## config.mk

```make
export PLATFORM = sky130hd
export DESIGN_NAME = tcp_congestion_window_control_flat
export DESIGN_NICKNAME = d
export VERILOG_FILES = /design/src/rtl/tcwc_pkg.sv /design/src/rtl/tcwc_if.sv /design/src/rtl/tcwc_muldiv.sv /design/src/rtl/tcw_control_top_placeholder_unused.sv /design/src/rtl/tcp_congestion_window_control.sv /design/src/flat_wrapper.sv
export SDC_FILE = /design/constraint.sdc
export NUM_CORES = 1
export LEC_CHECK = 0
export ABC_AREA = 1
export BUFFER_PORTS_ARGS = -buffer_cell sky130_fd_sc_hd__buf_2
export CORE_UTILIZATION = 55
export CTS_CLUSTER_DIAMETER = 200
export DETAILED_ROUTE_END_ITERATION = 6
export PLACE_DENSITY = 0.75
export SYNTH_ARGS = -nofsm -noshare
export SYNTH_HDL_FRONTEND = slang
export SYNTH_HIERARCHICAL = 1
export SYNTH_SLANG_ARGS = --single-unit
```

## constraint.sdc

```tcl
create_clock -name clk -period 12.4 [get_ports clk]
set_input_delay 2.48 -clock clk [delete_from_list [all_inputs] [get_ports clk]]
set_output_delay 2.48 -clock clk [all_outputs]
set_load 0.02 [all_outputs]
```

## src/rtl/tcwc_pkg.sv

```systemverilog
// ----------------------------------------------------------------------------
// tcwc_pkg
// Shared widths, codes and control types of the congestion window block.
// ----------------------------------------------------------------------------
package tcwc_pkg;

  localparam int WORD_W     = 32;
  localparam int MODE_W     = 2;
  localparam int DUP_W      = 16;
  localparam int MSS_W      = 16;
  localparam int ISEG_W     = 5;
  localparam int PHASE_W    = 2;
  localparam int CFG_IDX_W  = 2;
  localparam int CFG_DATA_W = 16;

  // serial unit: steps per operation and counter width
  localparam int MUL_STEPS = 16;
  localparam int DIV_STEPS = 32;
  localparam int CNT_W     = 5;

  localparam logic [WORD_W-1:0] ALL_ONES = '1;
  localparam logic [DUP_W-1:0]  DUP_FAST = DUP_W'(3);

  typedef enum logic [MODE_W-1:0] {
    MODE_INIT    = 2'd0,
    MODE_ACK     = 2'd1,
    MODE_DUP     = 2'd2,
    MODE_TIMEOUT = 2'd3
  } mode_t;

  typedef enum logic [PHASE_W-1:0] {
    PH_OPEN     = 2'd0,
    PH_LOSS     = 2'd1,
    PH_RECOVERY = 2'd2
  } phase_t;

  typedef enum logic [CFG_IDX_W-1:0] {
    CFG_RENO = 2'd0,
    CFG_MSS  = 2'd1,
    CFG_ISEG = 2'd2
  } cfg_idx_t;

  typedef enum logic [2:0] {
    ST_IDLE,
    ST_EXEC,
    ST_MUL,
    ST_DIV,
    ST_DONE
  } state_t;

  typedef enum logic {
    MD_MUL = 1'b0,
    MD_DIV = 1'b1
  } md_op_t;

  typedef struct packed {
    logic              start;
    md_op_t            op;
    logic [WORD_W-1:0] a;   // multiplicand or dividend
    logic [WORD_W-1:0] b;   // multiplier (low bits) or divisor
  } md_cmd_t;

  typedef struct packed {
    logic              busy;
    logic              done;
    logic [WORD_W-1:0] result;
  } md_sts_t;

endpackage

```

## src/rtl/tcwc_if.sv

```systemverilog
// ----------------------------------------------------------------------------
// tcwc channel interfaces
// Event input, result output and configuration write channels.
// ----------------------------------------------------------------------------
interface tcwc_in_if;
  logic                          valid;
  logic                          ready;
  logic [tcwc_pkg::MODE_W-1:0]   mode;
  logic [tcwc_pkg::WORD_W-1:0]   ack_len;
  logic [tcwc_pkg::DUP_W-1:0]    dup_count;
  logic [tcwc_pkg::WORD_W-1:0]   timeout_flight;
  logic [tcwc_pkg::WORD_W-1:0]   next_seq;
  logic [tcwc_pkg::WORD_W-1:0]   oldest_unacked;

  modport source (output valid, mode, ack_len, dup_count, timeout_flight,
                  next_seq, oldest_unacked, input ready);
  modport sink   (input valid, mode, ack_len, dup_count, timeout_flight,
                  next_seq, oldest_unacked, output ready);
endinterface

interface tcwc_out_if;
  logic                          valid;
  logic                          ready;
  logic [tcwc_pkg::WORD_W-1:0]   window_bytes;
  logic [tcwc_pkg::WORD_W-1:0]   threshold_bytes;
  logic [tcwc_pkg::PHASE_W-1:0]  phase;
  logic                          retransmit_oldest;
  logic                          rewind_send;
  logic                          send_more;

  modport source (output valid, window_bytes, threshold_bytes, phase,
                  retransmit_oldest, rewind_send, send_more, input ready);
  modport sink   (input valid, window_bytes, threshold_bytes, phase,
                  retransmit_oldest, rewind_send, send_more, output ready);
endinterface

interface tcwc_cfg_if;
  logic                            valid;
  logic                            ready;
  logic [tcwc_pkg::CFG_IDX_W-1:0]  index;
  logic [tcwc_pkg::CFG_DATA_W-1:0] data;

  modport source (output valid, index, data, input ready);
  modport sink   (input valid, index, data, output ready);
endinterface

```

## src/rtl/tcwc_muldiv.sv

```systemverilog
// ----------------------------------------------------------------------------
// tcwc_muldiv
// Bit-serial shift-add multiplier and restoring divider, one bit per cycle.
// ----------------------------------------------------------------------------
module tcwc_muldiv (
  input  logic              clk,
  input  logic              rst_n,
  input  tcwc_pkg::md_cmd_t cmd_i,
  output tcwc_pkg::md_sts_t sts_o
);

  logic                            busy_r, busy_nxt;
  logic                            done_r, done_nxt;
  tcwc_pkg::md_op_t                op_r, op_nxt;
  logic [tcwc_pkg::CNT_W-1:0]      cnt_r, cnt_nxt;
  // x: product accumulator or partial remainder
  // y: shifted multiplicand, or dividend shifting out as quotient shifts in
  logic [tcwc_pkg::WORD_W-1:0]     x_r, x_nxt;
  logic [tcwc_pkg::WORD_W-1:0]     y_r, y_nxt;
  logic [tcwc_pkg::MSS_W-1:0]      z_r, z_nxt;
  logic [tcwc_pkg::WORD_W-1:0]     d_r, d_nxt;
  logic [tcwc_pkg::WORD_W:0]       trial;
  logic [tcwc_pkg::WORD_W:0]       diff;

  always_comb begin
    busy_nxt = busy_r;
    done_nxt = 1'b0;
    op_nxt   = op_r;
    cnt_nxt  = cnt_r;
    x_nxt    = x_r;
    y_nxt    = y_r;
    z_nxt    = z_r;
    d_nxt    = d_r;
    trial    = {x_r, y_r[tcwc_pkg::WORD_W-1]};
    diff     = trial - {1'b0, d_r};

    if (cmd_i.start) begin
      busy_nxt = 1'b1;
      op_nxt   = cmd_i.op;
      x_nxt    = '0;
      y_nxt    = cmd_i.a;
      z_nxt    = cmd_i.b[tcwc_pkg::MSS_W-1:0];
      d_nxt    = cmd_i.b;
      cnt_nxt  = (cmd_i.op == tcwc_pkg::MD_MUL) ?
                 tcwc_pkg::CNT_W'(tcwc_pkg::MUL_STEPS - 1) :
                 tcwc_pkg::CNT_W'(tcwc_pkg::DIV_STEPS - 1);
    end else if (busy_r) begin
      case (op_r)
        tcwc_pkg::MD_MUL: begin
          x_nxt = x_r + (z_r[0] ? y_r : '0);
          y_nxt = {y_r[tcwc_pkg::WORD_W-2:0], 1'b0};
          z_nxt = {1'b0, z_r[tcwc_pkg::MSS_W-1:1]};
        end
        tcwc_pkg::MD_DIV: begin
          // subtract when the trial remainder covers the divisor
          if (!diff[tcwc_pkg::WORD_W]) begin
            x_nxt = diff[tcwc_pkg::WORD_W-1:0];
            y_nxt = {y_r[tcwc_pkg::WORD_W-2:0], 1'b1};
          end else begin
            x_nxt = trial[tcwc_pkg::WORD_W-1:0];
            y_nxt = {y_r[tcwc_pkg::WORD_W-2:0], 1'b0};
          end
        end
        default: begin
          x_nxt = x_r;
        end
      endcase
      if (cnt_r == '0) begin
        busy_nxt = 1'b0;
        done_nxt = 1'b1;
      end else begin
        cnt_nxt = cnt_r - 1'b1;
      end
    end
  end

  always_ff @(posedge clk) begin
    if (!rst_n) begin
      busy_r <= 1'b0;
      done_r <= 1'b0;
      op_r   <= tcwc_pkg::MD_MUL;
      cnt_r  <= '0;
    end else begin
      busy_r <= busy_nxt;
      done_r <= done_nxt;
      op_r   <= op_nxt;
      cnt_r  <= cnt_nxt;
    end
  end

  always_ff @(posedge clk) begin
    x_r <= x_nxt;
    y_r <= y_nxt;
    z_r <= z_nxt;
    d_r <= d_nxt;
  end

  assign sts_o.busy   = busy_r;
  assign sts_o.done   = done_r;
  assign sts_o.result = (op_r == tcwc_pkg::MD_MUL) ? x_r : y_r;

endmodule

```

## src/rtl/tcw_control_top_placeholder_unused.sv

```systemverilog
// ----------------------------------------------------------------------------
// tcwc_flag_check
// Watch on the result register: at most one action flag, each only with its matching phase.
// ----------------------------------------------------------------------------
module tcwc_flag_check (
  input logic             clk,
  input logic             rst_n,
  input logic             valid,
  input tcwc_pkg::phase_t phase,
  input logic             retx,
  input logic             rewind,
  input logic             more
);

  a_flags_exclusive: assert property (@(posedge clk) disable iff (!rst_n)
    valid |-> $onehot0({retx, rewind, more}))
    else $error("more than one action flag raised");

  a_retx_phase: assert property (@(posedge clk) disable iff (!rst_n)
    (valid && retx) |-> (phase == tcwc_pkg::PH_LOSS))
    else $error("retransmit without loss phase");

  a_rewind_phase: assert property (@(posedge clk) disable iff (!rst_n)
    (valid && (rewind || more)) |-> (phase == tcwc_pkg::PH_RECOVERY))
    else $error("recovery flag outside fast recovery");

endmodule

```

## src/rtl/tcp_congestion_window_control.sv

```systemverilog
// ----------------------------------------------------------------------------
// tcp_congestion_window_control
// Tahoe / Reno congestion window, slow-start threshold and phase tracker.
// ----------------------------------------------------------------------------
// One event is worked on at a time. An init event runs a multiply, a
// congestion-avoidance ACK a multiply and then a divide (the divide is skipped
// and the window saturates when the window is zero), and every other event goes
// from the execute state straight to done; the input is ready again from the
// edge that loads the result. The steps use the shared serial unit: a shift-add
// multiplier at one bit per cycle (for the segment size products) and a
// restoring divider at one quotient bit per cycle (for segment_size^2 /
// window), each then reporting done. The result register lets the next event
// be taken while a result still waits downstream. Configuration writes are
// always accepted; write them between events, and they apply from the next.
module tcp_congestion_window_control (
  input  logic        clk,
  input  logic        rst_n,
  tcwc_in_if.sink     in_ch,
  tcwc_out_if.source  out_ch,
  tcwc_cfg_if.sink    cfg_ch
);

  localparam int W = tcwc_pkg::WORD_W;

  tcwc_pkg::state_t             state_r, state_nxt;
  logic                         reno_r;
  logic [tcwc_pkg::MSS_W-1:0]   mss_r;
  logic [tcwc_pkg::ISEG_W-1:0]  iseg_r;

  logic [W-1:0]                 window_r, window_nxt;
  logic [W-1:0]                 thresh_r, thresh_nxt;
  tcwc_pkg::phase_t             phase_r, phase_nxt;
  logic                         retx_r, retx_nxt;
  logic                         rewind_r, rewind_nxt;
  logic                         more_r, more_nxt;

  tcwc_pkg::mode_t              mode_r;
  logic [W-1:0]                 acked_r;
  logic [tcwc_pkg::DUP_W-1:0]   dup_r;
  logic [W-1:0]                 flight_r;

  logic                         out_valid_r;
  logic [W-1:0]                 out_window_r;
  logic [W-1:0]                 out_thresh_r;
  tcwc_pkg::phase_t             out_phase_r;
  logic                         out_retx_r, out_rewind_r, out_more_r;

  tcwc_pkg::md_cmd_t            md_cmd;
  tcwc_pkg::md_sts_t            md_sts;

  logic                         in_fire;
  logic                         out_load;
  logic [W-1:0]                 loss_thr;
  logic [W-1:0]                 mss_x3;

  function automatic logic [W-1:0] sat_add(input logic [W-1:0] a,
                                           input logic [W-1:0] b);
    logic [W:0] s;
    s = {1'b0, a} + {1'b0, b};
    return s[W] ? tcwc_pkg::ALL_ONES : s[W-1:0];
  endfunction

  assign in_ch.ready  = (state_r == tcwc_pkg::ST_IDLE);
  assign in_fire      = in_ch.valid && in_ch.ready;
  assign cfg_ch.ready = 1'b1;
  assign out_load     = (state_r == tcwc_pkg::ST_DONE) &&
                        (!out_valid_r || out_ch.ready);

  // max(flight / 2, 2 * MSS)
  always_comb begin
    if ({1'b0, flight_r[W-1:1]} > W'({mss_r, 1'b0})) begin
      loss_thr = {1'b0, flight_r[W-1:1]};
    end else begin
      loss_thr = W'({mss_r, 1'b0});
    end
  end

  assign mss_x3 = W'({mss_r, 1'b0}) + W'(mss_r);

  always_comb begin
    state_nxt  = state_r;
    window_nxt = window_r;
    thresh_nxt = thresh_r;
    phase_nxt  = phase_r;
    retx_nxt   = retx_r;
    rewind_nxt = rewind_r;
    more_nxt   = more_r;
    md_cmd     = '{start: 1'b0, op: tcwc_pkg::MD_MUL, a: '0, b: '0};

    case (state_r)
      tcwc_pkg::ST_IDLE: begin
        if (in_fire) begin
          state_nxt = tcwc_pkg::ST_EXEC;
        end
      end

      tcwc_pkg::ST_EXEC: begin
        retx_nxt   = 1'b0;
        rewind_nxt = 1'b0;
        more_nxt   = 1'b0;
        state_nxt  = tcwc_pkg::ST_DONE;
        case (mode_r)
          tcwc_pkg::MODE_INIT: begin
            thresh_nxt = tcwc_pkg::ALL_ONES;
            phase_nxt  = tcwc_pkg::PH_OPEN;
            md_cmd     = '{start: 1'b1, op: tcwc_pkg::MD_MUL,
                           a: W'(mss_r), b: W'(iseg_r)};
            state_nxt  = tcwc_pkg::ST_MUL;
          end
          tcwc_pkg::MODE_ACK: begin
            if (reno_r && phase_r == tcwc_pkg::PH_RECOVERY) begin
              // deflate on leaving fast recovery
              window_nxt = thresh_r;
              phase_nxt  = tcwc_pkg::PH_OPEN;
            end else begin
              if (!reno_r) begin
                phase_nxt = tcwc_pkg::PH_OPEN;
              end
              if (window_r < thresh_r) begin
                window_nxt = sat_add(window_r, acked_r);
              end else begin
                md_cmd    = '{start: 1'b1, op: tcwc_pkg::MD_MUL,
                              a: W'(mss_r), b: W'(mss_r)};
                state_nxt = tcwc_pkg::ST_MUL;
              end
            end
          end
          tcwc_pkg::MODE_DUP: begin
            if (!reno_r) begin
              if (dup_r == tcwc_pkg::DUP_FAST) begin
                thresh_nxt = loss_thr;
                window_nxt = W'(mss_r);
                phase_nxt  = tcwc_pkg::PH_LOSS;
                retx_nxt   = 1'b1;
              end
            end else if (dup_r == tcwc_pkg::DUP_FAST) begin
              thresh_nxt = loss_thr;
              window_nxt = sat_add(loss_thr, mss_x3);
              phase_nxt  = tcwc_pkg::PH_RECOVERY;
              rewind_nxt = 1'b1;
            end else if (dup_r > tcwc_pkg::DUP_FAST &&
                         phase_r == tcwc_pkg::PH_RECOVERY) begin
              window_nxt = sat_add(window_r, W'(mss_r));
              more_nxt   = 1'b1;
            end
          end
          default: begin
            thresh_nxt = loss_thr;
            window_nxt = W'(mss_r);
            phase_nxt  = tcwc_pkg::PH_LOSS;
          end
        endcase
      end

      tcwc_pkg::ST_MUL: begin
        if (md_sts.done) begin
          if (mode_r == tcwc_pkg::MODE_INIT) begin
            window_nxt = md_sts.result;
            state_nxt  = tcwc_pkg::ST_DONE;
          end else if (window_r == '0) begin
            // zero divisor: all-ones quotient saturates the sum
            window_nxt = tcwc_pkg::ALL_ONES;
            state_nxt  = tcwc_pkg::ST_DONE;
          end else begin
            md_cmd    = '{start: 1'b1, op: tcwc_pkg::MD_DIV,
                          a: md_sts.result, b: window_r};
            state_nxt = tcwc_pkg::ST_DIV;
          end
        end
      end

      tcwc_pkg::ST_DIV: begin
        if (md_sts.done) begin
          window_nxt = sat_add(window_r, md_sts.result);
          state_nxt  = tcwc_pkg::ST_DONE;
        end
      end

      tcwc_pkg::ST_DONE: begin
        if (out_load) begin
          state_nxt = tcwc_pkg::ST_IDLE;
        end
      end

      default: begin
        state_nxt = tcwc_pkg::ST_IDLE;
      end
    endcase
  end

  always_ff @(posedge clk) begin
    if (!rst_n) begin
      state_r     <= tcwc_pkg::ST_IDLE;
      window_r    <= '0;
      thresh_r    <= tcwc_pkg::ALL_ONES;
      phase_r     <= tcwc_pkg::PH_OPEN;
      retx_r      <= 1'b0;
      rewind_r    <= 1'b0;
      more_r      <= 1'b0;
      out_valid_r <= 1'b0;
    end else begin
      state_r     <= state_nxt;
      window_r    <= window_nxt;
      thresh_r    <= thresh_nxt;
      phase_r     <= phase_nxt;
      retx_r      <= retx_nxt;
      rewind_r    <= rewind_nxt;
      more_r      <= more_nxt;
      out_valid_r <= out_load || (out_valid_r && !out_ch.ready);
    end
  end

  always_ff @(posedge clk) begin
    if (!rst_n) begin
      reno_r <= 1'b1;
      mss_r  <= tcwc_pkg::MSS_W'(1460);
      iseg_r <= tcwc_pkg::ISEG_W'(10);
    end else if (cfg_ch.valid && cfg_ch.ready) begin
      case (cfg_ch.index)
        tcwc_pkg::CFG_RENO: reno_r <= cfg_ch.data[0];
        tcwc_pkg::CFG_MSS:  mss_r  <= cfg_ch.data[tcwc_pkg::MSS_W-1:0];
        tcwc_pkg::CFG_ISEG: iseg_r <= cfg_ch.data[tcwc_pkg::ISEG_W-1:0];
        default: begin
          reno_r <= reno_r;
        end
      endcase
    end
  end

  // latch the event; pick the flight that a loss would use
  always_ff @(posedge clk) begin
    if (in_fire) begin
      mode_r  <= tcwc_pkg::mode_t'(in_ch.mode);
      acked_r <= in_ch.ack_len;
      dup_r   <= in_ch.dup_count;
      if (tcwc_pkg::mode_t'(in_ch.mode) == tcwc_pkg::MODE_TIMEOUT) begin
        flight_r <= in_ch.timeout_flight;
      end else begin
        flight_r <= in_ch.next_seq - in_ch.oldest_unacked;
      end
    end
  end

  always_ff @(posedge clk) begin
    if (out_load) begin
      out_window_r <= window_r;
      out_thresh_r <= thresh_r;
      out_phase_r  <= phase_r;
      out_retx_r   <= retx_r;
      out_rewind_r <= rewind_r;
      out_more_r   <= more_r;
    end
  end

  tcwc_muldiv u_muldiv (
    .clk   (clk),
    .rst_n (rst_n),
    .cmd_i (md_cmd),
    .sts_o (md_sts)
  );

  tcwc_flag_check u_flag_check (
    .clk    (clk),
    .rst_n  (rst_n),
    .valid  (out_valid_r),
    .phase  (out_phase_r),
    .retx   (out_retx_r),
    .rewind (out_rewind_r),
    .more   (out_more_r)
  );

  assign out_ch.valid             = out_valid_r;
  assign out_ch.window_bytes      = out_window_r;
  assign out_ch.threshold_bytes   = out_thresh_r;
  assign out_ch.phase             = out_phase_r;
  assign out_ch.retransmit_oldest = out_retx_r;
  assign out_ch.rewind_send       = out_rewind_r;
  assign out_ch.send_more         = out_more_r;

  a_busy_after_accept: assert property (@(posedge clk) disable iff (!rst_n)
    in_fire |=> !in_ch.ready)
    else $error("event taken while previous one in progress");

  a_unit_done_in_wait: assert property (@(posedge clk) disable iff (!rst_n)
    md_sts.done |-> (state_r == tcwc_pkg::ST_MUL || state_r == tcwc_pkg::ST_DIV))
    else $error("serial unit finished outside a wait state");

  a_unit_idle_when_ready: assert property (@(posedge clk) disable iff (!rst_n)
    in_ch.ready |-> !md_sts.busy)
    else $error("serial unit busy while taking an event");

  a_out_hold: assert property (@(posedge clk) disable iff (!rst_n)
    (out_valid_r && !out_ch.ready) |=>
      (out_valid_r && $stable(out_window_r) && $stable(out_thresh_r)))
    else $error("waiting result changed");

endmodule
```

## src/flat_wrapper.sv

```systemverilog
// flat-port wrapper written by rule: the top's interface ports become plain ports
module tcp_congestion_window_control_flat 
  (clk, rst_n, in_ch_valid, in_ch_mode, in_ch_ack_len, in_ch_dup_count, in_ch_timeout_flight, in_ch_next_seq, in_ch_oldest_unacked, in_ch_ready, out_ch_valid, out_ch_window_bytes, out_ch_threshold_bytes, out_ch_phase, out_ch_retransmit_oldest, out_ch_rewind_send, out_ch_send_more, out_ch_ready, cfg_ch_valid, cfg_ch_index, cfg_ch_data, cfg_ch_ready);
  tcwc_in_if in_ch_i ();
  tcwc_out_if out_ch_i ();
  tcwc_cfg_if cfg_ch_i ();
  input  logic clk;
  input  logic rst_n;
  input wire logic [$bits(in_ch_i.valid)-1:0] in_ch_valid;
  input wire logic [$bits(in_ch_i.mode)-1:0] in_ch_mode;
  input wire logic [$bits(in_ch_i.ack_len)-1:0] in_ch_ack_len;
  input wire logic [$bits(in_ch_i.dup_count)-1:0] in_ch_dup_count;
  input wire logic [$bits(in_ch_i.timeout_flight)-1:0] in_ch_timeout_flight;
  input wire logic [$bits(in_ch_i.next_seq)-1:0] in_ch_next_seq;
  input wire logic [$bits(in_ch_i.oldest_unacked)-1:0] in_ch_oldest_unacked;
  output wire logic [$bits(in_ch_i.ready)-1:0] in_ch_ready;
  output wire logic [$bits(out_ch_i.valid)-1:0] out_ch_valid;
  output wire logic [$bits(out_ch_i.window_bytes)-1:0] out_ch_window_bytes;
  output wire logic [$bits(out_ch_i.threshold_bytes)-1:0] out_ch_threshold_bytes;
  output wire logic [$bits(out_ch_i.phase)-1:0] out_ch_phase;
  output wire logic [$bits(out_ch_i.retransmit_oldest)-1:0] out_ch_retransmit_oldest;
  output wire logic [$bits(out_ch_i.rewind_send)-1:0] out_ch_rewind_send;
  output wire logic [$bits(out_ch_i.send_more)-1:0] out_ch_send_more;
  input wire logic [$bits(out_ch_i.ready)-1:0] out_ch_ready;
  input wire logic [$bits(cfg_ch_i.valid)-1:0] cfg_ch_valid;
  input wire logic [$bits(cfg_ch_i.index)-1:0] cfg_ch_index;
  input wire logic [$bits(cfg_ch_i.data)-1:0] cfg_ch_data;
  output wire logic [$bits(cfg_ch_i.ready)-1:0] cfg_ch_ready;
  assign in_ch_i.valid = in_ch_valid;
  assign in_ch_i.mode = in_ch_mode;
  assign in_ch_i.ack_len = in_ch_ack_len;
  assign in_ch_i.dup_count = in_ch_dup_count;
  assign in_ch_i.timeout_flight = in_ch_timeout_flight;
  assign in_ch_i.next_seq = in_ch_next_seq;
  assign in_ch_i.oldest_unacked = in_ch_oldest_unacked;
  assign in_ch_ready = in_ch_i.ready;
  assign out_ch_valid = out_ch_i.valid;
  assign out_ch_window_bytes = out_ch_i.window_bytes;
  assign out_ch_threshold_bytes = out_ch_i.threshold_bytes;
  assign out_ch_phase = out_ch_i.phase;
  assign out_ch_retransmit_oldest = out_ch_i.retransmit_oldest;
  assign out_ch_rewind_send = out_ch_i.rewind_send;
  assign out_ch_send_more = out_ch_i.send_more;
  assign out_ch_i.ready = out_ch_ready;
  assign cfg_ch_i.valid = cfg_ch_valid;
  assign cfg_ch_i.index = cfg_ch_index;
  assign cfg_ch_i.data = cfg_ch_data;
  assign cfg_ch_ready = cfg_ch_i.ready;
  tcp_congestion_window_control u_core (.clk(clk), .rst_n(rst_n), .in_ch(in_ch_i), .out_ch(out_ch_i), .cfg_ch(cfg_ch_i));
endmodule
```

======== Word level (Yosys, flattened, before mapping) ========
Cells that the tools add are included.
storage, ports and cells
  register bits after elaboration ......... 366
  output and inout port bits .............. 72
cells by class
  add/subtract/negate cells ............... 9
  $lt $le $gt $ge ......................... 3
  equal/unequal tests ..................... 24
  muxes and demuxes ....................... 71
  bitwise gates (word level) .............. 4
  reductions and logical operators ........ 26
operator list
  kind                   number
  $mux W32               21
  $mux W66               5
  $pmux W32 S3           3
  $pmux W66 S2           2
  $pmux W32 S2           2
  $add A32 B32 Y33       2
  $mux W16               3
  $add A31 B32 Y33       1
  $add A32 B16 Y33       1
  $sub A33 B32 Y33       1
  $add A32 B32 Y32       1
  $logic_not A32 Y1      1
  $lt A32 B32 Y1         1
  $sub A32 B32 Y32       1
  $gt A31 B17 Y1         1
  $mux W31               1
  $mux W3                8
  $mux W5                4
  $add A17 B16 Y18       1
  $eq A16 B2 Y1 const B  1
  $gt A16 B2 Y1 const B  1
  $pmux W3 S5            1
  $mux W1                14
  $ne A4 B2 Y1 const B   3
  other kinds (27)       57

======== Longest topological paths before layout ========
Gate-level depths: netlist of run 1.
  word-level depth ........................ 8
  depth in mapped cells ................... 32
  mapped depth without buffers ............ 32

======== Hierarchy ========
The synthesis of run 1 kept the hierarchy.
by module, submodules not included
  module                         instances  cells an instance  area an instance (um^2)  sequential area each (um^2)
  tcp_congestion_window_control  1          3709               23349.9                  6406.1
  tcwc_muldiv                    1          1687               10367.4                  3203.1

======== Worst setup path before layout of run 1 ========
OpenSTA, ideal clock, no wires.
  path type ............................... input -> register
  start point ............................. input in_ch_valid
  end point ............................... register u_core.acked_r[0] (enable)
  arrival time ............................ 5870 ps
  required time ........................... 11879 ps
  path slack .............................. 6009 ps
  stages .................................. 2
  path buffers ............................ 0
  cell sequence ........................... inv_1 > nor2_1
on the way
  longest elaborated chain between the ends .. 1
RTL lines
  item                  RTL line                              source
  from (decl)           flat_wrapper.sv:9                     input wire logic [$bits(in_ch_i.valid)-1:0] in_ch_valid;
  $logic_and A1 B1 Y1   tcp_congestion_window_control.sv:64   assign in_fire = in_ch.valid && in_ch.ready;
  via u_core.in_fire    tcp_congestion_window_control.sv:51   logic in_fire;
  to (signal assigned)  tcp_congestion_window_control.sv:234  acked_r <= in_ch.ack_len;
  to (decl)             tcp_congestion_window_control.sv:38   logic [W-1:0] acked_r;
The timed path passes the listed nets, and every way through them passes these cells.
A chain may end at the register's enable or synchronous reset.

======== Worst setup path in the final report of run 1 ========
  start point ............................. register u_core/mss_r[10] in the netlist's numbering
  end point ............................... register u_core.window_r[31]
on the way
  longest elaborated chain between the ends .. 8
  elaborated cells on any way between the ends .. 12
RTL lines
  item                    RTL line                              source
  from (decl)             tcp_congestion_window_control.sv:27   logic [tcwc_pkg::MSS_W-1:0] mss_r;
  from (signal assigned)  tcp_congestion_window_control.sv:216  mss_r <= tcwc_pkg::MSS_W'(1460);
  from (signal assigned)  tcp_congestion_window_control.sv:221  tcwc_pkg::CFG_MSS: mss_r <= cfg_ch.data[tcwc_pkg::MSS_W-1:0];
  $gt A31 B17 Y1          tcp_congestion_window_control.sv:71   if ({1'b0, flight_r[W-1:1]} > W'({mss_r, 1'b0})) begin
  $mux W31                tcp_congestion_window_control.sv:71
  $add A31 B32 Y33        tcp_congestion_window_control.sv:59   s = {1'b0, a} + {1'b0, b};
  $mux W32                tcp_congestion_window_control.sv:60   return s[W] ? tcwc_pkg::ALL_ONES : s[W-1:0];
  $mux W32 *              tcp_congestion_window_control.sv:136  end else if (dup_r == tcwc_pkg::DUP_FAST) begin
  $mux W32 *              tcp_congestion_window_control.sv:129  if (!reno_r) begin
  $pmux W32 S3 *          tcp_congestion_window_control.sv:102  case (mode_r)
  $pmux W32 S3 *          tcp_congestion_window_control.sv:90   case (state_r)
  to (signal assigned)    tcp_congestion_window_control.sv:203  window_r <= window_nxt;
  to (decl)               tcp_congestion_window_control.sv:30   logic [W-1:0] window_r, window_nxt;
Every way passes the cells marked *; elsewhere a longest branch is shown, timed or not. The select of a mux whose other input is x is not followed.

==> out/metrics.csv, run 1 <==
metric,value,unit
Hold Crit Class,flop to flop,
cell area after synthesis,33700,um2
Sequential cell area,9610,um2
CP Class,flop to flop,
clk slew on worst S/H paths,60,ps
Fin. Hold Viols,0,
multi-input logic area,20100,um2
status,completed,
Worst Setup End Kind,flop,
die width,250,um
Max Cap Violations,0,
HPWL after DPL,103000,um
Yosys warnings,6,
post-DR wirelength/cell,19.8,um
Power Density,207,nW/um2
Bufs on Longest Clock Path,3,
Setup Buffers After CTS,0,
final WL,127000,um
Int Pwr,3.78,mW
Rel. slew slack,0.185,
timing-limited maximum frequency,154,MHz
CP required,12940,ps
pin count of the biggest net entering global routing,65,
Setup WS post-layout,5920,ps
CTS Hold Bufs,0,
initial core utilization,0.557,
share of cells above drive strength 1,0.0764,
Detailed Route Iter0 Violations,3790,
Total Die Area,62300,um2
post-CTS sizing,0,
Area Overhead vs Synth,10.7,%
final setup vio count,0,
Switching Fraction,0.511,
Pre-antenna DRT Iters,6,
max-slew violations,0,
Layout Nets,6042,
CTS root buf,clkbuf_16,
post-placement cell count,6342,
gp weighted congestion,1.04,
Critical Path Source Type,flop,
core area,60500,um2
initial antenna violation count,4,
CP Max Fanout,17,
site row count,90,
switching power,3.95,mW
fill cell count,6025,
register share of total power,0.245,
Tmin final,6480,ps
pre-CTS WS,6200,ps
setup TNS,0,ps
Post-Synthesis Cells,5395,
All-Layer GR Usage,0.401,
TritonCTS Buffers,44,
routed vias/inst,5.65,
VDD IR max,0.142,mV
clk_lat worst skew,610,ps
Ports,241,
Leak,19.8,nW
TritonCTS clock tree,yes,
I/O Buffers,238,
vias in the first global route,34200,
Clock Power Share,0.183,
gr ovfl total,0,
Tot Pwr,7.73,mW
post-route insts no fill,6428,
Final Skew,41.2,ps
htree depth,2,
Syn Area/Cell,6.25,um2
total number of vias,36300,
Final Util,0.617,
Routed Antenna Nets,0,
syn nets,5831,
Critical Path AT,7030,ps
Die Height,250,um
number of clock sinks,365,
DRC Markers,0,
RSZ-0062 raised after global routing,false,
Comb pwr share,0.572,
part of the cycle the worst path needs,0.523,
first-pass GRT wire length,193000,um
Worst-Margin Slew,1220,ps
metal layers:
layer / routed length [um] / global-route usage
met5: 0 / 0
met4: 8610 / 0.238
met3: 11300 / 0.0652
met2: 58400 / 0.675
met1: 48900 / 0.482
registers in the layout, summed over array words and instances (netlist names), 2 cells and up:
register,cells
u_core/u_muldiv/d_r,32
u_core/flight_r,31
u_core/phase_r,2
u_core/state_r,3
u_core/iseg_r,5
u_core/u_muldiv/x_r,32
u_core/out_ch.threshold_bytes,32
u_core/dup_r,16
u_core/mss_r,16
u_core/out_ch.window_bytes,32
u_core/acked_r,32
u_core/out_ch.phase,2
u_core/thresh_r,32
u_core/window_r,32
u_core/u_muldiv/cnt_r,5
u_core/u_muldiv/z_r,16
u_core/mode_r,2
u_core/u_muldiv/y_r,32
layout make-up:
cell class | instances | area share
clock inverters | 24 | 0.00899
diodes | 4 | 0.000268
well taps | 782 | 0.0262
repair buffers | 285 | 0.0414
inverters | 914 | 0.0919
flip-flops and latches | 365 | 0.258
multi-input cells | 3996 | 0.540
clock buffers | 58 | 0.0337
layout by cell type (no fill, tap or decap), types with 20 or more instances in the layout:
master / count
a31oi_1: 22
nand3_1: 408
ha_1: 245
o21bai_1: 23
a21oi_1: 368
inv_1: 893
and2_1: 23
clkbuf_16: 46
fa_1: 22
xnor2_1: 36
nand2_1: 1835
o22ai_1: 23
dfxtp_1: 134
o21ai_1: 26
nand3b_1: 20
nand2_2: 21
nor3_1: 53
o21ai_0: 237
edfxtp_1: 230
xor2_1: 29
nand4_1: 93
buf_2: 238
buf_4: 47
nor2_1: 428
through the flow:
step / instance area [um2] / hold slack (ps)
after global placement: 35700 / 423
after CTS: 37300 / 449
final: 37300 / 448
after detailed placement: 35700 / 423
after floorplan: 33700 / 403
after global routing: 37300 / 454
critical path: stages, from the launching register on:
cell     delay, ps
dfxtp_1        660
inv_1          190
ha_1           320
inv_1           40
nor4_1         390
nand4_1        250
nor4_1         210
nand3_1        550
nand2_2        540
nand2_1        130
and2_1         180
fa_1           480
ha_1           350
fa_1           350
nand3_1        120
nand3_1        230
nand2_1         80
nand2_1        190
nand2_1        100
nand2_1         90
nand2_1         70
nand2_1         80
nand2_1         80
a21oi_1        340
nand2_1        130
nand2_1         80
nand2_1         50
a21oi_1        150
power groups by stage:
stage	Sequential [mW]	Combinational (mW)	Clock, mW
2_1_floorplan	1.82	2.92	0
3_3_place_gp	1.90	4.23	0
3_5_place_dp	1.90	4.27	0
4_1_cts	1.88	4.30	1.42
5_1_grt	1.91	4.85	1.47
6_report	1.90	4.43	1.41
worst paths after layout:
| check | from | end | slack (ps) | cells after the start |
|---|---|---|---|---|
| setup / recovery | u_core/mss_r[10]$_SDFFE_PN1P_ | u_core/window_r[31]$_SDFFE_PN0P_ | 5920 | 27 |
| hold / removal | u_core/more_r$_SDFFE_PN0P_ | u_core/out_ch.send_more$_DFFE_PP_ | 450 | 0 |
| setup reg to reg | u_core/mss_r[10]$_SDFFE_PN1P_ | u_core/window_r[31]$_SDFFE_PN0P_ | 5920 | 27 |
| hold reg to reg | u_core/more_r$_SDFFE_PN0P_ | u_core/out_ch.send_more$_DFFE_PP_ | 450 | 0 |
(Power assumes the default switching activity.)
==> run 2, diff against run 1 <==
--- a/config.mk
+++ b/config.mk
@@ -5,7 +5,7 @@
 export SDC_FILE = /design/constraint.sdc
 export NUM_CORES = 1
 export LEC_CHECK = 0
-export ABC_AREA = 1
+export ABC_AREA = 0
 export BUFFER_PORTS_ARGS = -buffer_cell sky130_fd_sc_hd__buf_2
 export CORE_UTILIZATION = 55
 export CTS_CLUSTER_DIAMETER = 200
==> constraint.sdc (replaced) <==
create_clock -name clk -period 6.8 [get_ports clk]
set_input_delay 1.36 -clock clk [delete_from_list [all_inputs] [get_ports clk]]
set_output_delay 1.36 -clock clk [all_outputs]
set_load 0.02 [all_outputs]
==> out/metrics.csv, run 2 <==
metric,value,unit
status,completed,
Worst Setup End Kind,flop,
setup TNS,0,ps
TritonCTS Buffers,43,
Layout Nets,3783,
critical-path cell list,inv_1 -> ha_1 -> nand4_1 -> nor4_1 -> nand4b_1 -> nor4b_1 -> a221oi_4 -> buf_4 -> mux2_2 -> fa_1 -> fa_1 -> a211oi_1 -> o21ai_0 -> a32oi_1 -> nand2b_1 -> a21bo_1 -> nand3_1 -> xnor2_1 -> o221ai_1 -> o2111a_1 -> a21oi_1,
CP Max Fanout,11,
TritonCTS clock tree,yes,
final setup vio count,0,
most frequent cells in the layout,"245 x ha_1, 240 x a21oi_1, 238 x buf_2",
CTS Hold Bufs,0,
routed vias/inst,6.44,
max-slew violations,0,
Yosys warnings,6,
Die Height,230,um
final WL,94800,um
first-pass GRT wire length,145000,um
Worst-Margin Slew,1320,ps
I/O Buffers,238,
Final Skew,31.2,ps
Hold Crit Class,flop to flop,
Detailed Route Iter0 Violations,2926,
RSZ-0062 raised after global routing,false,
fill cell count,4346,
post-placement cell count,3982,
gp weighted congestion,1.00,
CP Class,flop to flop,
Pre-antenna DRT Iters,6,
Setup crit end,u_core/window_r[21]$_SDFFE_PN0P_,
All-Layer GR Usage,0.353,
Routed Antenna Nets,0,
Bufs on Longest Clock Path,3,
initial core utilization,0.556,
Post-Synthesis Cells,3149,
number of clock sinks,365,
core area,51300,um2
R2R depth,21,
Critical Path AT,6700,ps
Syn Area/Cell,9.06,um2
post-DR wirelength/cell,23.3,um
VDD IR max,0.191,mV
share of cells above drive strength 1,0.156,
gr ovfl total,0,
CTS root buf,clkbuf_16,
Area Overhead vs Synth,11.9,%
hold path depth,0,
Ports,241,
Reg2Reg Setup Slack,560,ps
die width,230,um
post-route insts no fill,4062,
CP required,7260,ps
pin count of the biggest net entering global routing,77,
site row count,83,
Leak,13.6,nW
Critical Path Source Type,flop,
vias in the first global route,25300,
Fin. Hold Viols,0,
HPWL after DPL,72400,um
total number of vias,26200,
worst reg2reg path endpoint,u_core/window_r[21]$_SDFFE_PN0P_,
post-CTS sizing,0,
Worst path max stage delay,610,ps
CP most frequent cell,fa_1,
htree depth,2,
timing-limited maximum frequency,160,MHz
cell area after synthesis,28500,um2
Rel. slew slack,0.121,
Total Die Area,52800,um2
Tmin final,6240,ps
DRC Markers,0,
slowest CP cell,dfxtp_1,
CP Launch Point,u_core/mss_r[13]$_SDFFE_PN0P_,
part of the cycle the worst path needs,0.918,
clk_lat worst skew,590,ps
Critical R2R Launch,u_core/mss_r[13]$_SDFFE_PN0P_,
initial antenna violation count,4,
Power Density,327,nW/um2
"commonest non-fill, non-tap cell in the layout",ha_1,
Max Cap Violations,0,
clk slew on worst S/H paths,60,ps
syn nets,3585,
Setup Buffers After CTS,0,
## run 2: area by class of cell
cell class	count	area, um2	area share
Sequential cell	365	9610	0.301
Inverter	170	638	0.0200
Multi-Input combinational cell	2466	17700	0.553
Clock inverter	24	362	0.0113
Antenna cell	1	2.50	0.0000783
Timing Repair Buffer	301	1660	0.0521
Tap cell	680	851	0.0266
Clock buffer	55	1150	0.0360
## run 2: per-stage QoR
stage | hold WS, ps | setup WS, ps | area [um2] | utilization | power (mW)
6_report | 434 | 556 | 31900 | 0.623 | 10.4
2_1_floorplan | 408 | 1190 | 28500 | - | 6.64
3_5_place_dp | 423 | 639 | 30400 | 0.593 | 7.84
5_1_grt | 447 | 261 | 31900 | 0.623 | 11.0
4_1_cts | 439 | 612 | 31900 | 0.623 | 10.3
3_3_place_gp | 425 | 676 | 30400 | 0.593 | 7.74
## run 2: critical path: cells and delay by family (launching register included)
kind                     cells  cell delay [ps]
AO/OA/AOI/OAI                8             2060
adder cells (fa/ha/maj)      3             1310
AND/OR/NAND/NOR              6             1300
flip-flops                   1              610
buffers and inverters        2              380
multiplexers                 1              360
XOR/XNOR                     1               70
## run 2: report_power, final
part / leakage (nW) / total, mW / internal (mW) / switching, mW
clock: 0.719 / 2.49 / 1.51 / 0.978
sequential: 3.23 / 3.18 / 2.73 / 0.450
combinational: 9.67 / 4.77 / 1.93 / 2.85
total: 13.6 / 10.4 / 6.16 / 4.28
## run 2: how the worst min path moves through the flow
stage,startpoint,endpoint,slack [ps]
2_1_floorplan,u_core/more_r$_SDFFE_PN0P_,u_core/out_ch.send_more$_DFFE_PP_,410
3_3_place_gp,u_core/more_r$_SDFFE_PN0P_,u_core/out_ch.send_more$_DFFE_PP_,420
3_5_place_dp,u_core/more_r$_SDFFE_PN0P_,u_core/out_ch.send_more$_DFFE_PP_,420
4_1_cts,u_core/more_r$_SDFFE_PN0P_,u_core/out_ch.send_more$_DFFE_PP_,440
5_1_grt,u_core/more_r$_SDFFE_PN0P_,u_core/out_ch.send_more$_DFFE_PP_,450
6_report,u_core/more_r$_SDFFE_PN0P_,u_core/out_ch.send_more$_DFFE_PP_,430
## run 2: per-layer routing
| layer | up-vias | global-route usage | part of all wire |
|---|---|---|---|
| met4 | 0 | 0.155 | 0.046 |
| met3 | 227 | 0.0512 | 0.074 |
| met1 | 12600 | 0.468 | 0.42 |
| met5 | - | 0 | 0 |
| met2 | 1198 | 0.573 | 0.46 |
| li1 | 12200 | - | - |
